File: src/sv/bprs_pkg.sv
// Shared types, constants and helpers for the byte pattern replace stream.
// No dependencies; used by the window cells, the top level and the checker.
package bprs_pkg;

    localparam int MAX_PATTERN = 6;

    localparam int WORD_W     = 48;
    localparam int WORD_BYTES = WORD_W / 8;
    localparam int LENCFG_W   = 3;
    localparam int IDX_W      = 5;
    localparam int COUNT_W    = 24;
    localparam logic [COUNT_W-1:0] COUNT_MAX = {COUNT_W{1'b1}};

    localparam int S_TDATA_W = 8;
    localparam int M_TDATA_W = 8 + COUNT_W;
    localparam int CFG_IDX_W = 3;

    typedef enum logic [CFG_IDX_W-1:0] {
        CFG_PATTERN_BYTES      = 3'd0,
        CFG_PATTERN_LENGTH     = 3'd1,
        CFG_REPLACEMENT_BYTES  = 3'd2,
        CFG_REPLACEMENT_LENGTH = 3'd3,
        CFG_REPLACEMENT_OFFSET = 3'd4
    } cfg_reg_t;

    typedef struct packed {
        logic app_en;
        logic shift_en;
        logic cmp_en;
        logic patch_en;
    } cell_ctrl_t;

    // Byte idx of a configured word; bytes past the word read as zero.
    function automatic logic [7:0] byte_of(input logic [WORD_W-1:0] word,
                                           input logic [IDX_W-1:0]  idx);
        logic [WORD_W-1:0] sh;
        sh = word >> {idx, 3'b000};
        return (idx < IDX_W'(WORD_BYTES)) ? sh[7:0] : 8'h00;
    endfunction

endpackage

File: src/sv/bprs_cell.sv
// One byte position of the compare window: holds a byte, compares it, patches it
// and hands it to its left neighbor on a shift. Depends on bprs_pkg.
module bprs_cell (
    input  logic                   aclk,
    input  bprs_pkg::cell_ctrl_t   ctrl,
    input  logic [7:0]             in_byte,
    input  logic [7:0]             pat_byte,
    input  logic [7:0]             rep_byte,
    input  logic [7:0]             right_byte,
    output logic                   eq,
    output logic [7:0]             patched_byte
);

    logic [7:0] byte_reg;
    logic [7:0] byte_next;
    logic [7:0] cur_byte;

    assign cur_byte     = ctrl.app_en ? in_byte : byte_reg;
    assign eq           = !ctrl.cmp_en || (cur_byte == pat_byte);
    assign patched_byte = ctrl.patch_en ? rep_byte : cur_byte;
    assign byte_next    = ctrl.shift_en ? right_byte : patched_byte;

    always_ff @(posedge aclk) begin
        byte_reg <= byte_next;
    end

endmodule

File: src/sv/byte_pattern_replace_stream.sv
// Channel   Ports                                   Carries
// s_        s_tvalid s_tready s_tdata s_tlast       input bytes, tlast ends the region
// m_        m_tvalid m_tready m_tdata m_tlast       output bytes, tlast on the last one
// cfg_      cfg_valid cfg_ready cfg_index cfg_data  register writes, always ready
//
// With pattern_length bytes held, one byte in and one out per cycle unless m_tready stalls.
// A final transaction flushes the window one byte per cycle unless m_tready stalls,
// with s_tready low meanwhile; a shorter pattern_length drains likewise on the next byte.
// aresetn is synchronous: clears fill, skip, match count and the channel state.
// m_tready low holds the output register; input is still taken until a byte must leave.
// Depends on bprs_pkg and bprs_cell.
module byte_pattern_replace_stream #(
    parameter int MAX_PATTERN = bprs_pkg::MAX_PATTERN
) (
    input  logic                              aclk,
    input  logic                              aresetn,
    input  logic                              s_tvalid,
    output logic                              s_tready,
    input  logic [bprs_pkg::S_TDATA_W-1:0]    s_tdata,   // [7:0] data_byte
    input  logic                              s_tlast,
    output logic                              m_tvalid,
    input  logic                              m_tready,
    output logic [bprs_pkg::M_TDATA_W-1:0]    m_tdata,   // [7:0] out_byte, [31:8] match_total
    output logic                              m_tlast,
    input  logic                              cfg_valid,
    output logic                              cfg_ready,
    input  logic [bprs_pkg::CFG_IDX_W-1:0]    cfg_index,
    input  logic [bprs_pkg::WORD_W-1:0]       cfg_data
);

    localparam int FILL_W = $clog2(MAX_PATTERN + 1);
    localparam int IDX_W  = bprs_pkg::IDX_W;
    localparam int CNT_W  = bprs_pkg::COUNT_W;
    localparam int LCFG_W = bprs_pkg::LENCFG_W;

    // configuration
    logic [bprs_pkg::WORD_W-1:0] pat_reg;
    logic [bprs_pkg::WORD_W-1:0] rep_reg;
    logic [LCFG_W-1:0]           plen_reg;
    logic [LCFG_W-1:0]           rlen_reg;
    logic [LCFG_W-1:0]           roff_reg;

    // control
    logic [FILL_W-1:0] fill_reg, fill_next;
    logic [LCFG_W-1:0] skip_reg, skip_next;
    logic [CNT_W-1:0]  cnt_reg, cnt_next;
    logic              busy_reg, busy_next;
    logic              flush_reg, flush_next;
    logic              m_tvalid_reg, m_tvalid_next;
    logic [7:0]        m_byte_reg;
    logic [CNT_W-1:0]  m_total_reg;
    logic              m_last_reg;

    logic              acc;
    logic              out_free;
    logic              flush_eff;
    logic              active;
    logic [IDX_W-1:0]  len5;
    logic [FILL_W-1:0] len;
    logic [IDX_W-1:0]  off5;
    logic [IDX_W-1:0]  end5;
    logic [FILL_W-1:0] f_app;
    logic              work_now;
    logic              emit;
    logic              do_test;
    logic              match;
    logic              final_emit;
    logic              cnt_inc;
    logic [CNT_W-1:0]  cnt_after;

    logic [MAX_PATTERN-1:0]  eq;
    logic [7:0]              patched [MAX_PATTERN];
    bprs_pkg::cell_ctrl_t    cell_ctrl [MAX_PATTERN];

    assign cfg_ready = 1'b1;
    assign s_tready  = !busy_reg;
    assign acc       = s_tvalid && !busy_reg;
    assign out_free  = !m_tvalid_reg || m_tready;

    // effective pattern length: zero counts as one, clamp to the window
    always_comb begin
        if (plen_reg == '0) begin
            len5 = IDX_W'(1);
        end else if (IDX_W'(plen_reg) > IDX_W'(MAX_PATTERN)) begin
            len5 = IDX_W'(MAX_PATTERN);
        end else begin
            len5 = IDX_W'(plen_reg);
        end
    end
    assign len  = FILL_W'(len5);
    assign off5 = IDX_W'(roff_reg);
    assign end5 = IDX_W'(roff_reg) + IDX_W'(rlen_reg);

    assign flush_eff = flush_reg || (acc && s_tlast);
    assign active    = busy_reg || acc;
    assign f_app     = fill_reg + FILL_W'(acc);
    assign work_now  = active && (f_app != '0) && ((f_app >= len) || flush_eff);
    assign emit      = work_now && out_free;
    assign do_test   = emit && (f_app >= len);
    assign match     = do_test && (skip_reg == '0) && (&eq);
    assign final_emit = emit && flush_eff && (f_app == FILL_W'(1));

    assign cnt_inc   = match && (cnt_reg != bprs_pkg::COUNT_MAX);
    assign cnt_after = cnt_reg + CNT_W'(cnt_inc);

    genvar gi;
    generate
        for (gi = 0; gi < MAX_PATTERN; gi++) begin : g_cell
            localparam logic [IDX_W-1:0] POS = IDX_W'(gi);
            logic [7:0] right_byte;

            if (gi == MAX_PATTERN - 1) begin : g_last
                assign right_byte = patched[gi];
            end else begin : g_mid
                assign right_byte = patched[gi + 1];
            end

            assign cell_ctrl[gi] = '{
                app_en:   acc && (fill_reg == FILL_W'(gi)),
                shift_en: emit,
                cmp_en:   POS < len5,
                patch_en: match && (POS >= off5) && (POS < end5) && (POS < len5)
            };

            bprs_cell u_cell (
                .aclk         (aclk),
                .ctrl         (cell_ctrl[gi]),
                .in_byte      (s_tdata[7:0]),
                .pat_byte     (bprs_pkg::byte_of(pat_reg, POS)),
                .rep_byte     (bprs_pkg::byte_of(rep_reg, POS - off5)),
                .right_byte   (right_byte),
                .eq           (eq[gi]),
                .patched_byte (patched[gi])
            );
        end
    endgenerate

    always_comb begin
        fill_next  = f_app - FILL_W'(emit);
        busy_next  = active && (fill_next != '0) && ((fill_next >= len) || flush_eff);
        flush_next = flush_eff && (fill_next != '0);

        skip_next = skip_reg;
        if (final_emit) begin
            skip_next = '0;
        end else if (match) begin
            skip_next = rlen_reg;
        end else if (do_test && (skip_reg != '0)) begin
            skip_next = skip_reg - LCFG_W'(1);
        end

        cnt_next = final_emit ? '0 : cnt_after;

        if (emit) begin
            m_tvalid_next = 1'b1;
        end else if (m_tready) begin
            m_tvalid_next = 1'b0;
        end else begin
            m_tvalid_next = m_tvalid_reg;
        end
    end

    always_ff @(posedge aclk) begin
        if (!aresetn) begin
            fill_reg     <= '0;
            skip_reg     <= '0;
            cnt_reg      <= '0;
            busy_reg     <= 1'b0;
            flush_reg    <= 1'b0;
            m_tvalid_reg <= 1'b0;
        end else begin
            fill_reg     <= fill_next;
            skip_reg     <= skip_next;
            cnt_reg      <= cnt_next;
            busy_reg     <= busy_next;
            flush_reg    <= flush_next;
            m_tvalid_reg <= m_tvalid_next;
        end
    end

    always_ff @(posedge aclk) begin
        if (emit) begin
            m_byte_reg  <= patched[0];
            m_last_reg  <= final_emit;
            m_total_reg <= final_emit ? cnt_after : '0;
        end
    end

    always_ff @(posedge aclk) begin
        if (!aresetn) begin
            pat_reg  <= '0;
            plen_reg <= LCFG_W'(1);
            rep_reg  <= '0;
            rlen_reg <= '0;
            roff_reg <= '0;
        end else if (cfg_valid) begin
            unique case (bprs_pkg::cfg_reg_t'(cfg_index))
                bprs_pkg::CFG_PATTERN_BYTES:      pat_reg  <= cfg_data;
                bprs_pkg::CFG_PATTERN_LENGTH:     plen_reg <= cfg_data[LCFG_W-1:0];
                bprs_pkg::CFG_REPLACEMENT_BYTES:  rep_reg  <= cfg_data;
                bprs_pkg::CFG_REPLACEMENT_LENGTH: rlen_reg <= cfg_data[LCFG_W-1:0];
                bprs_pkg::CFG_REPLACEMENT_OFFSET: roff_reg <= cfg_data[LCFG_W-1:0];
                default: ;
            endcase
        end
    end

    assign m_tvalid = m_tvalid_reg;
    assign m_tdata  = {m_total_reg, m_byte_reg};
    assign m_tlast  = m_last_reg;

endmodule

File: config.mk
export PLATFORM = sky130hd
export DESIGN_NAME = byte_pattern_replace_stream
export DESIGN_NICKNAME = d
export VERILOG_FILES = /design/src/sv/bprs_pkg.sv /design/src/sv/bprs_cell.sv /design/src/sv/byte_pattern_replace_stream.sv
export SDC_FILE = /design/constraint.sdc
export NUM_CORES = 1
export LEC_CHECK = 0
export ABC_AREA = 1
export BUFFER_PORTS_ARGS = -buffer_cell sky130_fd_sc_hd__buf_2
export CELL_PAD_IN_SITES_DETAIL_PLACEMENT = 1
export CELL_PAD_IN_SITES_GLOBAL_PLACEMENT = 1
export CORE_ASPECT_RATIO = 0.8
export CORE_MARGIN = 8
export CORE_UTILIZATION = 35
export CTS_BUF_LIST = sky130_fd_sc_hd__clkbuf_8
export CTS_CLUSTER_DIAMETER = 150
export CTS_CLUSTER_SIZE = 8
export DETAILED_ROUTE_END_ITERATION = 16
export GPL_ROUTABILITY_DRIVEN = 0
export PLACE_DENSITY_LB_ADDON = 0.1
export SLEW_MARGIN = 5
export SYNTH_ARGS = -nofsm -noshare
export SYNTH_HDL_FRONTEND = slang
export SYNTH_SLANG_ARGS = --single-unit
File: constraint.sdc
create_clock -name aclk -period 6.9 [get_ports aclk]
set_input_delay 0.345 -clock aclk [delete_from_list [all_inputs] [get_ports aclk]]
set_output_delay 0.345 -clock aclk [all_outputs]
set_load 0.02 [all_outputs]
== Word level (Yosys, flattened, before mapping) ==
Index checks and enable logic that the tools add are counted.
Storage, ports and cells
  bits in registers: 219
  input port bits: 65
  output and inout port bits: 36
  logic and storage cells: 185
Operators by class
  $add $sub $neg: 11
  order comparisons: 27
  equal/unequal tests: 17
  shift-type cells: 6
  mux-type cells: 29
  bitwise operators: 1
  reduce and logical (&&, ||, !) cells: 74
Operators by type and width (number)
  $shr 48x8->8: 6
  $mux 8: 23
  $eq 8x8->1: 6
  $logic_and 1x1->1: 39
  $lt 5x3->1 const B: 6
  $add 24x1->24: 1
  $ne 24x24->1 const B: 1
  $eq 3x2->1 const B: 4
  $logic_not 3->1: 4
  $logic_or 1x1->1: 11
  $lt 1x5->1 const A: 2
  $lt 2x5->1 const A: 2
  $lt 3x5->1 const A: 2
  $reduce_and 2->1: 5
  $eq 3x1->1 const B: 3
  $eq 3x3->1 const B: 3
  $mux 3: 3
  $reduce_bool 3->1: 3
  $logic_not 1->1: 8
  $lt 1x4->1 const A: 2
  $lt 2x4->1 const A: 2
  $lt 3x4->1 const A: 2
  $sub 1x3->4 const A: 2
  $sub 2x3->4 const A: 2
  16 further kinds: 23

== Logic depth before layout (Yosys ltp) ==
  depth in word-level cells: 15
  depth in mapped cells: 30
  gate-level depth less buffers: 29

== Cells and area by module ==
Synthesis repeated with hierarchy kept, for this count alone.
Second synthesis, totals
  cells, all modules: 1948
  area total of the unflattened synthesis: 12833.6 µm²
By module, submodules not included
  byte_pattern_replace_stream: times used 1, cells each 1186, area each 8847.2 µm², sequential area each 3753.6 µm²
  bprs_cell: times used 6, cells each 127, area each 664.4 µm², sequential area each 160.2 µm²

== Worst setup path before layout ==
OpenSTA, ideal clock, no wires.
  path type: register to register
  start point: register busy_reg
  end point: register m_total_reg[17], data pin
  library setup time: 266 ps
  data arrival time: 4070 ps
  required time: 6634 ps
  slack: 2564 ps
  stages on the path, launching flop included: 30
  path buffers: 1
  clock period less this slack: 4336 ps
  cell sequence: dfxtp_1 -> nor2_8 -> buf_2 -> ha_1 -> ha_1 -> xnor2_1 -> inv_1 -> ha_1 -> nand3_1 -> nand3_1 -> nand3_1 -> nor2_1 -> inv_1 -> nor2_1 -> nand3_1 -> nor2_1 -> nand2_1 -> nor2_1 -> ha_1 -> nand3_1 -> nor2_1 -> nand2_1 -> nor3_1 -> nand3_1 -> nor3_1 -> nand2_1 -> nor2_1 -> xor2_1 -> inv_1 -> nor2_1
On the way
  longest elaborated chain between the ends: 12
  elaborated cells on any way between the ends: 45
  classes of those cells: 2 x add/sub; 1 x order compare; 7 x eq/ne; 6 x mux; 29 x reduce/logical
Ends and longest elaborated chain
  start, declared: RTL line byte_pattern_replace_stream.sv:47  | logic busy_reg, busy_next;
  start signal, assigned: RTL line byte_pattern_replace_stream.sv:175  | busy_reg <= busy_next;
  $logic_not 1->1: RTL line byte_pattern_replace_stream.sv:77  | assign acc = s_tvalid && !busy_reg;
  $logic_and 1x1->1: RTL line byte_pattern_replace_stream.sv:77
  $add 3x1->3 or $logic_and 1x1->1 (tied branches): RTL line byte_pattern_replace_stream.sv:96, byte_pattern_replace_stream.sv:94
  $ge 3x3->1 (tied with other cells): RTL line byte_pattern_replace_stream.sv:97, byte_pattern_replace_stream.sv:99
  $logic_or 1x1->1 or $logic_and 1x1->1 (tied branches): RTL line byte_pattern_replace_stream.sv:97  | assign work_now = active && (f_app != '0) && ((f_app >= len) || flush_eff);
  $logic_and 1x1->1: RTL line byte_pattern_replace_stream.sv:97
  $logic_and 1x1->1: RTL line byte_pattern_replace_stream.sv:98  | assign emit = work_now && out_free;
  $logic_and 1x1->1: RTL line byte_pattern_replace_stream.sv:99  | assign do_test = emit && (f_app >= len);
  $logic_and 1x1->1 (2 in a row): RTL line byte_pattern_replace_stream.sv:100  | assign match = do_test && (skip_reg == '0) && (&eq);
  $logic_and 1x1->1: RTL line byte_pattern_replace_stream.sv:103  | assign cnt_inc = match && (cnt_reg != bprs_pkg::COUNT_MAX);
  $add 24x1->24: RTL line byte_pattern_replace_stream.sv:104  | assign cnt_after = cnt_reg + CNT_W'(cnt_inc);
  end signal, assigned: RTL line byte_pattern_replace_stream.sv:185  | m_total_reg <= final_emit ? cnt_after : '0;
  end, declared: RTL line byte_pattern_replace_stream.sv:51  | logic [CNT_W-1:0] m_total_reg;
Parallel ways exist; a longest one is shown, timed or not.
A chain may end at the register's enable or synchronous reset.

== Worst setup path in the final report ==
  start point: register fill_reg[0]
  end point: register m_total_reg[21], data pin
On the way
  longest elaborated chain between the ends: 10
  elaborated cells on any way between the ends: 46
  classes of those cells: 2 x add/sub; 1 x order compare; 12 x eq/ne; 6 x mux; 25 x reduce/logical
Ends and longest elaborated chain
  start, declared: RTL line byte_pattern_replace_stream.sv:44  | logic [FILL_W-1:0] fill_reg, fill_next;
  start signal, assigned: RTL line byte_pattern_replace_stream.sv:172  | fill_reg <= fill_next;
  $add 3x1->3: RTL line byte_pattern_replace_stream.sv:96  | assign f_app = fill_reg + FILL_W'(acc);
  $ge 3x3->1 or $reduce_bool 3->1 (tied branches): RTL line byte_pattern_replace_stream.sv:97, byte_pattern_replace_stream.sv:99
  $logic_or 1x1->1 or $logic_and 1x1->1 (tied branches): RTL line byte_pattern_replace_stream.sv:97
  $logic_and 1x1->1: RTL line byte_pattern_replace_stream.sv:97
  $logic_and 1x1->1: RTL line byte_pattern_replace_stream.sv:98
  $logic_and 1x1->1: RTL line byte_pattern_replace_stream.sv:99
  $logic_and 1x1->1 (2 in a row): RTL line byte_pattern_replace_stream.sv:100
  $logic_and 1x1->1: RTL line byte_pattern_replace_stream.sv:103
  $add 24x1->24: RTL line byte_pattern_replace_stream.sv:104
Parallel ways exist; a longest one is shown, timed or not.

==> impl_metrics.py <==
metrics = {
    "worst_setup_path": {
        "cpMostUsedCell": "nand2_1",
        "crit_fanout": 12,
        "slowest_delay_ns": 0.63,
        "required_ns": 7.24,
        "cp_slowest_cell": "nor2_1",
        "critPathLaunchType": "flip-flop",
        "crit_arrival_ns": 5.54,
        "crit_path_end_kind": "flip-flop",
        "crit_type": "reg2reg",
        "crit_family": "simple AND/OR/NAND/NOR gates",
        "crit_buf_inv": 2,
    },
    "cells_and_area": {
        "diodes": 0,
        "nets": 2107,
        "area_growth_pct": 12.1,
        "final_area_um2": 14300,
        "drive_gt1_share_pct": 9.58,
        "layout.cells.non_filler": 2505,
    },
    "power": {
        "p_int_mw": 2.60,
        "power_frac_seq_pct": 36.8,
        "clkPwrFrac_pct": 19.9,
        "sw_frac_of_total_pct": 44.2,
        "netSwitchingPower_mw": 2.06,
        "leakage_nw": 6.41,
        "combPwrFrac_pct": 43.3,
        "vdd_drop_max_mv": 0.209,
        "p_per_area_nw_per_um2": 326,
    },
    "sta": {
        "setup_viol": 0,
        "setup_ws_ns": 1.70,
        "slew-limit-headroom_pct": 28.9,
        "report.final.slew_viol_count": 0,
        "grt_setup_unrepaired": "no",
        "tns_ns": 0,
        "hold_viol": 0,
        "min_period_over_period_pct": 75.4,
        "period_needed_ns": 5.20,
        "skew_ns": 0.0290,
        "fmax_ghz": 0.192,
        "worstMarginPinSlew_ns": 1.06,
    },
    "hold_path": {
        "min_path_type": "in2reg",
    },
    "routing": {
        "drtIter0Drc": 1031,
        "drcViolationCount": 0,
        "antenna_left": 0,
        "wl_mm": 54.0,
        "via_per_inst": 5.34,
        "drt_first_pass_iters": 5,
        "wl_per_cell_um": 21.6,
        "via_count": 13400,
    },
    "clock_network": {
        "root_buffer": "clkbuf_8",
        "clkSlewWorstSetupHoldPaths_ns": 0.07,
        "cts_tree": "done",
        "clockBufferDepth": 3,
        "cts_resized": 0,
        "h-tree-depth": 1,
        "cts.sinks": 219,
        "numCtsBuffers": 31,
        "clk_latency_ns": 0.63,
        "cts_setup_buffers": 0,
    },
    "die": {
        "num_rows": 62,
        "ios": 101,
        "fp.dieW_um": 230,
        "coreArea_um2": 35900,
        "dieArea_um2": 42900,
        "die_h_um": 187,
        "start_util_pct": 35.6,
    },
    "placement": {
        "dpl.hpwl_mm": 41.5,
        "io_buffer_count": 99,
        "placedCellCount": 2438,
        "post_dp_cell_area_um2": 13600,
        "dp_slack_ns": 1.72,
    },
    "logic_synthesis": {
        "synth_flop_cell": "dfxtp_1",
        "synth_cells": 1930,
        "synth_cell_types": 42,
        "synth.avg_cell_area_um2": 6.62,
        "synth_seq_cells": 219,
        "ys_warn_count": 0,
        "synthArstFlopShare_pct": 0,
        "synth_seq_area_share_pct": 36.9,
        "synth-edff-count": 33,
        "syn-num-nets": 2023,
        "syn_area_um2": 12800,
    },
    "global_route": {
        "grt_start_max_net_pins": 95,
        "antenna_found_initial": 0,
        "grt_pass1_vias": 13500,
        "grt_pass1_wl_mm": 82.7,
        "grt.overflow.total": 0,
        "grt.total_usage_pct": 24.6,
    },
    "job": {
        "drv_cap": 0,
    },
    "run_status": {
        "status": "complete, no violations",
    },
}
-- power groups by stage --
stage,combinational [mW],sequential (mW),clock (mW)
after floorplan,1.26,1.83,0
after global placement,1.95,1.74,0
after detailed placement,1.99,1.74,0
after CTS,2.00,1.72,0.955
after global routing,2.25,1.74,1.01
final,2.02,1.72,0.928
-- worst reg2reg max path, delay by kind of cell, from the launching register on --
kind / cells / cell delay, ns
AND/OR/NAND/NOR: 21 / 3.92
adder cells (fa/ha/maj): 1 / 0.21
buffers and inverters: 2 / 0.14
flip-flops: 1 / 0.50
XOR/XNOR: 1 / 0.16
-- final timing paths --
check                          startpoint                            end  slack, ns  cells past startpoint
hold / removal               cfg_data[16]       rep_reg[16]$_SDFFE_PN0P_       0.03                      3
setup / recovery   fill_reg[0]$_SDFF_PN0_  m_total_reg[21]$_SDFFCE_PN0P_       1.70                     25
setup reg to reg   fill_reg[0]$_SDFF_PN0_  m_total_reg[21]$_SDFFCE_PN0P_       1.70                     25
hold reg to reg   pat_reg[7]$_SDFFE_PN0P_        pat_reg[7]$_SDFFE_PN0P_       0.47                      2
-- placed cells by master (no fill, tap or decap), types with 16 or more instances in the layout --
master         Yosys  final
xor2_1            17     17
and2_1            16     16
nand3_1          255    254
buf_2              4     99
nand2_1          476    476
a21oi_1          115    115
dfxtp_1          186    185
o21ai_0          189    189
clkbuf_8           0     31
nor2_1           177    177
dlygate4sd3_1      0     23
inv_1            211    220
o211ai_1          25     25
edfxtp_1          33     33
ha_1              27     27
-- final cells by class --
class / count / area [um2]
Clock buffer: 31 / 427
Clock inverter: 13 / 56.3
Fill cell: 4652 / 21600
Inverter: 225 / 845
Multi-Input combinational cell: 1401 / 6840
Sequential cell: 219 / 4720
Tap cell: 480 / 601
Timing Repair Buffer: 136 / 831
-- cell families after synthesis --
logic type,count (synthesis),synth area share [%]
fa+ha+maj,28,2.80
buf+inv,310,9.65
simple gates,997,34.3
xor+xnor,27,1.85
flops,219,36.9
compound gates,348,14.5
other cells,1,0.0294
-- repair_timing --
action,in CTS,in global routing
hold buffers,23,0
endpoints found under the setup margin,0,0
endpoints found under the hold margin,29,0
-- cells in the mapped netlist, types with 16 or more instances --
library cell	instances	area (um2)
nor2_1	177	664
and2_1	16	100
xor2_1	17	149
nand2_1	476	1790
edfxtp_1	33	991
a21oi_1	115	576
ha_1	27	338
o211ai_1	25	188
clkbuf_1	68	255
nand3_1	255	1280
inv_1	211	792
o21ai_0	189	946
dfxtp_1	186	3720
-- layer usage --
metal	GRT usage, %	up-vias	routed length, um
met5	0	-	0
met4	5.76	0	1210
met3	4.71	75	3540
met2	37.9	339	23100
met1	35.0	6494	26200
li1	-	6459	-
-- per-stage QoR --
stage | utilization, % | total power [mW] | hold WS, ns
detailed placement | 37.9 | 3.73 | 0.465
global placement | 37.9 | 3.68 | 0.458
floorplan | - | 3.09 | 0.429
CTS | 39.9 | 4.67 | 0.000462
finish | 39.9 | 4.66 | 0.0270
global route | 39.9 | 5.00 | 0.0319
Power figures use the tool's default switching activity.
